--- config.mk ---
export PLATFORM = sky130hd
export DESIGN_NAME = ntpt_div
export DESIGN_NICKNAME = d
export VERILOG_FILES = /design/src/hw/rtl/ntpt_pkg.sv /design/src/hw/rtl/ntpt_div.sv
export SDC_FILE = /design/constraint.sdc
export NUM_CORES = 1
export LEC_CHECK = 0
export BUFFER_PORTS_ARGS = -buffer_cell sky130_fd_sc_hd__buf_2
export CORE_MARGIN = 2
export CORE_UTILIZATION = 45
export CTS_BUF_LIST = sky130_fd_sc_hd__clkbuf_8
export DETAILED_ROUTE_END_ITERATION = 6
export PLACE_DENSITY = 0.82
export SYNTH_ARGS = -nofsm -noshare
export SYNTH_HDL_FRONTEND = slang
export SYNTH_SLANG_ARGS = --single-unit
--- constraint.sdc ---
create_clock -name clock -period 2.9 [get_ports clock]
set_input_delay 0.725 -clock clock [delete_from_list [all_inputs] [get_ports clock]]
set_output_delay 0.725 -clock clock [all_outputs]
set_load 0.02 [all_outputs]
--- src/hw/rtl/ntpt_pkg.sv ---
`timescale 1ns / 1ps

package ntpt_pkg;

   localparam int MAX_TRAILS = 32;
   localparam int SLOT_W     = $clog2(MAX_TRAILS);
   localparam int NOTES      = 128;
   localparam int MAP_AW     = $clog2(2 * NOTES);

   localparam logic [3:0] KIND_IN_ON     = 4'd0;
   localparam logic [3:0] KIND_IN_OFF    = 4'd1;
   localparam logic [3:0] KIND_OUT_ON    = 4'd2;
   localparam logic [3:0] KIND_OUT_OFF   = 4'd3;
   localparam logic [3:0] KIND_RELEASE   = 4'd4;
   localparam logic [3:0] KIND_CLEAR_IN  = 4'd5;
   localparam logic [3:0] KIND_TICK      = 4'd6;
   localparam logic [3:0] KIND_QUERY_IN  = 4'd7;
   localparam logic [3:0] KIND_QUERY_OUT = 4'd8;
   localparam logic [3:0] KIND_READ      = 4'd9;

   localparam logic [1:0] STATUS_DONE    = 2'd0;
   localparam logic [1:0] STATUS_IGNORED = 2'd1;
   localparam logic [1:0] STATUS_FULL    = 2'd2;

   localparam logic [2:0] REG_VIS_LOW  = 3'd0;
   localparam logic [2:0] REG_VIS_HIGH = 3'd1;
   localparam logic [2:0] REG_ROLL_TOP = 3'd2;
   localparam logic [2:0] REG_ROLL_BOT = 3'd3;
   localparam logic [2:0] REG_MARGIN   = 3'd4;
   localparam logic [2:0] REG_MS_PX    = 3'd5;

   typedef enum logic [3:0] {
      ST_IDLE, ST_MRD, ST_MWR, ST_SLOT, ST_TSCAN, ST_RWAIT, ST_RWR,
      ST_QWAIT, ST_QRES, ST_DSTART, ST_DIV, ST_DY, ST_SCROLL, ST_FIN
   } state_type;

   typedef struct packed {
      logic [6:0]  note;
      logic [4:0]  chan;
      logic [15:0] top;
      logic [15:0] bottom;
      logic [31:0] start_ms;
      logic [31:0] end_ms;
   } trail_rec_type;

   typedef struct packed {
      logic        start;
      logic [31:0] dividend;
      logic [9:0]  divisor;
   } div_req_type;

   typedef struct packed {
      logic        done;
      logic [31:0] quot;
      logic [9:0]  rem;
   } div_rsp_type;

endpackage

--- src/hw/rtl/ntpt_div.sv ---
`timescale 1ns / 1ps

module ntpt_div (
   input  logic                  clock,
   input  logic                  reset,
   input  ntpt_pkg::div_req_type dreq,
   output ntpt_pkg::div_rsp_type drsp
);

   logic        busy_ff;
   logic        done_ff;
   logic [4:0]  cnt_ff;
   logic [31:0] quo_ff;
   logic [9:0]  rem_ff;
   logic [10:0] trial;
   logic        fits;

   assign trial = {rem_ff, quo_ff[31]};
   assign fits  = trial >= {1'b0, dreq.divisor};

   always_ff @(posedge clock) begin
      if (reset) begin
         busy_ff <= 1'b0;
         done_ff <= 1'b0;
         cnt_ff  <= '0;
      end else if (dreq.start) begin
         busy_ff <= 1'b1;
         done_ff <= 1'b0;
         cnt_ff  <= '0;
      end else if (busy_ff) begin
         cnt_ff <= cnt_ff + 5'd1;
         if (cnt_ff == 5'd31) begin
            busy_ff <= 1'b0;
            done_ff <= 1'b1;
         end
      end
   end

   always_ff @(posedge clock) begin
      if (dreq.start) begin
         quo_ff <= dreq.dividend;
         rem_ff <= '0;
      end else if (busy_ff) begin
         if (fits) begin
            rem_ff <= 10'(trial - {1'b0, dreq.divisor});
            quo_ff <= {quo_ff[30:0], 1'b1};
         end else begin
            rem_ff <= trial[9:0];
            quo_ff <= {quo_ff[30:0], 1'b0};
         end
      end
   end

   assign drsp.done = done_ff;
   assign drsp.quot = quo_ff;
   assign drsp.rem  = rem_ff;

endmodule

==> results of run 1 <==
## metrics by stage
step / setup WS, ns / cells / instance area, um^2 / total power, mW / util
after global placement: 0.243 / 371 / 3130 / 1.32 / 0.564
after floorplan: 0.396 / 217 / 2610 / 1.19 / -
final: 0.510 / 379 / 3210 / 1.71 / 0.580
after detailed placement: 0.178 / 371 / 3130 / 1.33 / 0.564
after global routing: 0.396 / 379 / 3210 / 1.80 / 0.580
after CTS: 0.509 / 379 / 3210 / 1.73 / 0.580
## cell type report
cell class              instances  area (um^2)
flip-flops and latches         49         1300
clock buffers                   5         68.8
multi-input cells             144         1210
repair buffers                 93          480
inverters                      13         48.8
clock inverters                 3         18.8
fillers                       501         2330
well taps                      72         90.1
## worst paths after layout
path,start,end,slack [ns],cells after the start
worst max-delay path,dreq[8],quo_ff[0],0.51,9
worst min-delay path,done_ff,done_ff,0.49,2
worst max register to register,quo_ff[31],rem_ff[6],0.62,10
worst min register to register,done_ff,done_ff,0.49,2
## placed cells by master, fill, tap and decap left out, types with 2 or more instances in the layout
master / n
dfxtp_1: 17
nand2b_1: 3
and3_1: 2
nand3_1: 2
nand2_1: 7
o21ai_0: 3
edfxtp_1: 32
a211oi_2: 2
a21o_1: 2
clkinvlp_4: 2
a31oi_1: 2
buf_4: 6
nor2_1: 18
mux2i_1: 8
a21oi_1: 8
or2_2: 2
inv_1: 14
clkbuf_8: 5
a211oi_1: 7
mux2_2: 33
or3_1: 2
nand4b_1: 2
or3b_2: 2
buf_2: 87
xor2_1: 3
xnor2_1: 7
ha_1: 12
## power by group
part	switching [mW]	leakage [nW]	internal, mW
sequential	0.0391	0.461	0.820
combinational	0.253	0.896	0.201
clock	0.230	0.0416	0.167
total	0.522	1.40	1.19
## kinds of logic (layout without fill, tap and decap cells)
| kind of cell | after synthesis | count (layout) | synth area share |
|---|---|---|---|
| fa+ha+maj | 13 | 13 | 0.0652 |
| buf+inv | 24 | 114 | 0.0388 |
| compound gates | 34 | 34 | 0.0993 |
| xor+xnor | 10 | 10 | 0.0336 |
| flops | 49 | 49 | 0.499 |
| simple gates | 46 | 46 | 0.0911 |
| mux | 41 | 41 | 0.173 |
## state kept, by name (all words and copies together), names as in the netlist
signal,flops
busy_ff,1
done_ff,1
rem_ff,10
cnt_ff,5
quo_ff,32
## routing by layer
| metal | GRT usage | wire length (um) | vias up |
|---|---|---|---|
| met3 | 0.0303 | 195 | 8 |
| met1 | 0.203 | 2260 | 949 |
| met2 | 0.300 | 2890 | 44 |
| met5 | 0 | 0 | - |
| li1 | - | - | 976 |
| met4 | 0.0576 | 63 | 0 |
## worst max-delay path, delay by kind of cell
family	cells	cell delay, ns
adder cells (fa/ha/maj)	1	0.36
AND/OR/NAND/NOR	1	0.19
buffers and inverters	3	0.30
multiplexers	1	0.26
AO/OA/AOI/OAI	3	0.60
==> qor.yml, run 1 <==
gp_congestion: 0.785
post_cts_buffers: 0
clock-sinks: 49
path_cells: "buf_2, inv_1, ha_1, a21o_1, a211oi_4, and2_1, a31oi_2, buf_4, mux2_2"
num_rows: 27
cap_violations: 0
slew_viol_final: 0
crit_required_ns: 2.96
critPathLaunchType: "primary input"
clk_pin_slew_ns: 0.09
dr.first_iter.drc_count: 78
cts-buffers-inserted: 5
coreArea_mm2: 0.00554
outcome: "finished clean"
ant_nets: 0
syn_nets: 275
vias_per_cell: 5.22
finalNetCount: 364
yosysWarnings: 0
grt_pass1_vias: 1896
setup_viol: 0
grt_first_pass_wirelength_um: 8440
syn_area_mm2: 0.00261
num_vias: 1977
ir_drop_uv: 327
postCtsHoldBufs: 0
yosysUniqueCellTypes: 44
n_antenna_cell: 0
synth.top_cell.area_share: 0.368
cp_max_fo: 7
power.density_mw_per_mm2: 532
ioPinCount: 88
synth_most_common_cell: "mux2_2"
wirelength_um: 5410
hold_violations: 0
cp-end-kind: "flop"
synth_ff_type: "edfxtp_1"
fp.dieArea_mm2: 0.00642
die_y_um: 80.1
fin_setup_tns_ns: 0
start_util: 0.471
synth_area_per_cell_um2: 12.0
synth-async-reset-ratio: 0
worst_path_largest_cell_delay_ns: 0.36
cp.arrival_ns: 2.45
cts_max_path_buffers: 2
track_usage: 0.168
fin_crit_sh: 0.824
ys_ff_latch: 49
synth_cells: 217
synth_common_cells: "33 x mux2_2, 32 x edfxtp_1, 18 x nor2_1"
whs_ns: 0.490
synth_seq_area_share: 0.499
clock_latency_ns: 0.30
yosys.area.top_type: "edfxtp_1"
synth.area.top_cells: "edfxtp_1 37%, mux2_2 14%, dfxtp_1 13%, ha_1 5.8%, mux2i_1 3.1%"
slew_headroom: 0.731
worst_pin_slew_ns: 0.403
hold_class: "flop to flop"
grt_max_degree: 33
cts_root_buffer: "clkbuf_8"
wl_per_cell_um: 14.3
rsz0062_at_grt: "false"
fmax_mhz: 418
drt_pre_antenna_iters: 5
drive_gt1_frac: 0.463
area_delta_synth_final_pct: 23.2
gr-total-overflow: 0
period_needed_ns: 2.39
die_w_um: 80.1
worstSetupPathType: "primary input to flop"
p_leak_nw: 1.40
place.detailed.hpwl_um: 4110
cts_tree: "yes"
synth_edf_count: 32
io_buffer_count: 87
htreeDepth: 2
finClkSkew_ns: 0.0102
cts-resized-gates: 0
slowest_stage: "ha_1"
drc: 0
antenna_found_initial: 0
(Power assumes the default switching activity.)
==> run 2, diff against run 1 <==
ABC_AREA = 1   (was unset)
PLACE_DENSITY = 0.81   (was 0.82)
clock period = 2.5 ns   (was 2.9 ns; I/O delays follow)
==> run 2 against run 1 <==
  * Routed wire length is 17% higher
  * Sequential share of layout area is 1.2 points lower
  * Register-to-register slack got worse by 0.06 ns
  * Largest cell class unchanged
  * Largest power group unchanged
==> qor.yml, run 2 <==
critPathLaunchType: "flop"
fin_crit_sh: 0.775
io_buffer_count: 87
period_needed_ns: 1.94
grt_first_pass_wirelength_um: 9920
pre_cts_ws_ns: 0.332
synth_edf_count: 32
worst_pin_slew_ns: 0.558
clk_pin_slew_ns: 0.09
synth_area_per_cell_um2: 7.70
yosysUniqueCellTypes: 30
setup_viol: 0
top_regs: "quo_ff x32, rem_ff x10, cnt_ff x5"
crit_required_ns: 2.69
ioPinCount: 88
synth-async-reset-ratio: 0
grt_pass1_vias: 2334
dr.first_iter.drc_count: 164
synth_common_cells: "159 x nand2_1, 46 x inv_1, 32 x edfxtp_1"
num_vias: 2490
drt_pre_antenna_iters: 4
p_total_mw: 1.77
yosys.area.top_type: "edfxtp_1"
regMostFlops: "quo_ff"
drive_gt1_frac: 0.236
post_cts_buffers: 0
slew_headroom: 0.627
slew_viol_final: 0
vias_per_cell: 4.80
whs_ns: 0.482
cts-resized-gates: 0
power.density_mw_per_mm2: 534
antenna_found_initial: 0
fin_setup_tns_ns: 0
synth.area.top_cells: "edfxtp_1 35%, nand2_1 22%, dfxtp_1 12%, inv_1 6.3%, ha_1 5.5%"
ir_drop_uv: 430
area_delta_synth_final_pct: 21.2
cap_violations: 0
die_w_um: 81.9
worstSetupPathType: "flop to flop"
ant_nets: 0
coreArea_mm2: 0.00589
track_usage: 0.190
n_antenna_cell: 0
cp_max_fo: 3
hold_class: "flop to flop"
synth_ff_type: "edfxtp_1"
postCtsHoldBufs: 0
gp_congestion: 0.939
layout_common_cells: "159 x nand2_1, 87 x buf_2, 48 x inv_1"
drc: 0
fp.dieArea_mm2: 0.00671
cp.arrival_ns: 2.13
wirelength_um: 6320
final.setup.worst_slack_ns: 0.562
syn_nets: 413
cp-end-kind: "flop"
use_met3: 0.0341
outcome: "finished clean"
postLayoutCoreUtil: 0.563
globalRouteMet2Util: 0.309
num_rows: 28
place.detailed.hpwl_um: 4770
mostFrequentLayoutCell: "nand2_1"
p_leak_nw: 1.83
cts_root_buffer: "clkbuf_8"
fmax_mhz: 516
use_met1: 0.242
ys_ff_latch: 49
die_y_um: 81.9
cts_tree: "yes"
cts-buffers-inserted: 5
hold_violations: 0
synth_most_common_cell: "nand2_1"
clock-sinks: 49
rsz0062_at_grt: "false"
largest_reg_flops: 32
yosysWarnings: 0
cts_max_path_buffers: 2
htreeDepth: 2
wl_per_cell_um: 12.2
synth.top_cell.area_share: 0.352
synth_cells: 355
synth_seq_area_share: 0.476
clock_latency_ns: 0.30
finClkSkew_ns: 0.0103
top_usage_layer: "met2"
grt_max_degree: 37
gr-total-overflow: 0
finalNetCount: 501
start_util: 0.464
syn_area_mm2: 0.00273
[run 2: metrics by stage]
step | instances | instance area, um^2
6_report | 519 | 3310
5_1_grt | 519 | 3310
3_3_place_gp | 511 | 3230
4_1_cts | 519 | 3310
2_1_floorplan | 355 | 2730
3_5_place_dp | 511 | 3230
[run 2: cell type report]
cell class / instances / area, um^2
tap: 75 / 93.8
multi-input combinational: 248 / 1190
clock inverter: 3 / 11.3
fill: 555 / 2570
sequential: 49 / 1300
timing repair buffer: 91 / 465
clock buffer: 5 / 68.8
inverter: 48 / 180
[run 2: worst paths after layout]
path | cells after the start | from | endpoint | slack [ns]
worst min register to register | 2 | cnt_ff[4] | cnt_ff[4] | 0.48
worst min-delay path | 2 | cnt_ff[4] | cnt_ff[4] | 0.48
worst max-delay path | 12 | quo_ff[31] | rem_ff[8] | 0.56
worst max register to register | 12 | quo_ff[31] | rem_ff[8] | 0.56
[run 2: routing by layer]
metal,part of all wire,vias to the layer above
li1,-,1297
met1,0.44,1102
met2,0.48,74
met3,0.047,17
met4,0.031,0
met5,0,-
[run 2: cell families after synthesis]
kind of cell	share of synthesized area
buffers and inverters	0.0879
XOR/XNOR	0.00962
adder cells (fa/ha/maj)	0.0623
flip-flops	0.476
AND/OR/NAND/NOR	0.323
AO/OA/AOI/OAI	0.0407
[run 2: power breakdown]
part | internal [mW] | switching [mW] | leakage [nW]
registers | 0.937 | 0.0339 | 0.466
logic | 0.128 | 0.233 | 1.32
clock network | 0.187 | 0.250 | 0.0482
total | 1.25 | 0.517 | 1.83
[run 2: worst max-delay path, cell delays in order, from the launching register on]
cell and delay (ns):
edfxtp_1 0.40, inv_1 0.13, ha_1 0.16, inv_1 0.07, fa_1 0.41, nand3_1 0.11, nand2_1 0.10, nand2_1 0.11
nand3b_1 0.09, nand2_1 0.08, nand2_1 0.05, nand3_1 0.07, nand2_1 0.05
==> run 3, diff against run 2 <==
PLACE_DENSITY = 0.84   (was 0.81)
clock period = 1.67 ns   (was 2.5 ns; I/O delays follow)
==> run 3 against run 2 <==
  * The run now ends with negative setup slack left
  * Die area did not move
  * Power is 66% higher
  * Routed wire length increased by 20%
  * Design area grew 16%
  * Clock-buffer cell count unchanged
  * Cell count is 7.1% higher
  * Global-route usage up 1.9 points
  * Clock power rose by 85%
==> qor.yml, run 3 (synthesis gave the netlist of run 2 again) <==
use_met1: 0.271
pre_cts_ws_ns: -0.202
cts_root_buffer: "clkbuf_8"
die_w_um: 81.9
vias_per_cell: 4.96
clk_pin_slew_ns: 0.08
regMostFlops: "quo_ff"
violations: "negative setup slack"
outcome: "finished with violations"
power.density_mw_per_mm2: 763
grt_first_pass_wirelength_um: 10800
area_delta_synth_final_pct: 41.2
finClkSkew_ns: 0.00944
htreeDepth: 2
antenna_found_initial: 0
slew_viol_final: 0
drc: 0
slew_headroom: 0.697
io_buffer_count: 87
track_usage: 0.208
ioPinCount: 88
worstSetupPathType: "flop to flop"
fillCellCount: 488
gp_congestion: 0.879
cp_max_fo: 3
grt_pass1_vias: 2367
final.setup.worst_slack_ns: -0.0939
fp.dieArea_mm2: 0.00671
ir_drop_uv: 738
largest_reg_flops: 32
gr-total-overflow: 0
clock-sinks: 49
place.detailed.hpwl_um: 5400
globalRouteMet2Util: 0.362
grt_max_degree: 37
die_y_um: 81.9
postPlaceCellArea_mm2: 0.00351
cts_max_path_buffers: 2
clock_latency_ns: 0.29
whs_ns: 0.314
finalNetCount: 538
use_met3: 0.0330
wl_per_cell_um: 13.6
period_needed_ns: 1.76
setup_viol: 8
p_leak_nw: 2.06
top_usage_layer: "met2"
p_total_mw: 2.94
drt_pre_antenna_iters: 5
postCtsHoldBufs: 0
num_rows: 28
cap_violations: 0
cp-end-kind: "flop"
dr.first_iter.drc_count: 201
rsz0062_at_grt: "true"
coreArea_mm2: 0.00589
fin_setup_tns_ns: -0.336
cts-buffers-inserted: 5
critPathLaunchType: "flop"
design_area_mm2: 0.00386
hold_class: "primary input to flop"
ant_nets: 0
top_regs: "quo_ff x32, rem_ff x10, cnt_ff x5"
start_util: 0.464
hold_violations: 0
fin_crit_sh: 1.06
layout_common_cells: "154 x nand2_1, 87 x buf_2, 44 x inv_1"
n_antenna_cell: 0
worst_pin_slew_ns: 0.455
mostFrequentLayoutCell: "nand2_1"
drive_gt1_frac: 0.356
wirelength_um: 7570
cts_tree: "yes"
crit_required_ns: 1.90
fmax_mhz: 567
cp.arrival_ns: 2.00
num_vias: 2760
-- run 3: cell count changes in the layout (fill, tap and decap cells not counted), moves of 3 or more --
cell | previous run | this run
nand3_1 | 21 | 16
ha_1 | 12 | 5
nor2_1 | 12 | 9
buf_6 | 0 | 4
ha_4 | 0 | 7
nand2_4 | 1 | 4
nand2_1 | 159 | 154
nand3_2 | 1 | 6
buf_4 | 4 | 34
inv_1 | 48 | 44
-- run 3: metal layers --
| layer | wire, um | vias to the layer above |
|---|---|---|
| li1 | - | 1372 |
| met1 | 3060 | 1304 |
| met2 | 4130 | 76 |
| met3 | 305 | 8 |
| met4 | 71 | 0 |
| met5 | 0 | - |
-- run 3: report_power, final --
part / switching [mW] / leakage [nW] / total, mW / internal (mW)
Combinational: 0.404 / 1.54 / 0.681 / 0.277
Clock: 0.373 / 0.0570 / 0.809 / 0.437
Sequential: 0.0523 / 0.467 / 1.46 / 1.40
-- run 3: final timing paths --
| check | cells past startpoint | slack [ns] | startpoint | endpoint |
|---|---|---|---|---|
| worst max register to register | 13 | -0.09 | quo_ff[31] | rem_ff[8] |
| worst min register to register | 2 | 0.48 | cnt_ff[4] | cnt_ff[4] |
| worst min-delay path | 2 | 0.31 | reset | busy_ff |
| worst max-delay path | 13 | -0.09 | quo_ff[31] | rem_ff[8] |
-- run 3: area by class of cell --
| class | count | area [um^2] | share of cell area |
|---|---|---|---|
| Sequential cell | 49 | 1300 | 0.338 |
| Tap cell | 75 | 93.8 | 0.0243 |
| Timing Repair Buffer | 126 | 756 | 0.196 |
| Clock buffer | 5 | 68.8 | 0.0178 |
| Multi-Input combinational cell | 250 | 1410 | 0.366 |
| Clock inverter | 3 | 37.5 | 0.00973 |
| Inverter | 48 | 189 | 0.0490 |
-- run 3: per-stage QoR --
stage               instances  utilization
finish                    556        0.655
global route              556        0.655
CTS                       550        0.626
detailed placement        538        0.596
global placement          538        0.596
floorplan                 355            -
-- run 3: what timing repair did --
item                       in CTS  in global routing
setup buffers                   4                  4
pin swaps                       5                  9
setup endpoints to repair       4                 11
cloned                          0                  2
resized for setup               9                 25
-- run 3: worst max-delay path, stage by stage, from the launching register on --
cell,delay (ns)
edfxtp_1,0.41
inv_2,0.11
ha_4,0.14
inv_4,0.04
fa_2,0.34
nand3_2,0.09
nand2_4,0.08
nand2_2,0.08
nand2_1,0.05
nand2_1,0.09
nand2_2,0.07
nand2_1,0.06
nand3_1,0.07
nand2_1,0.08
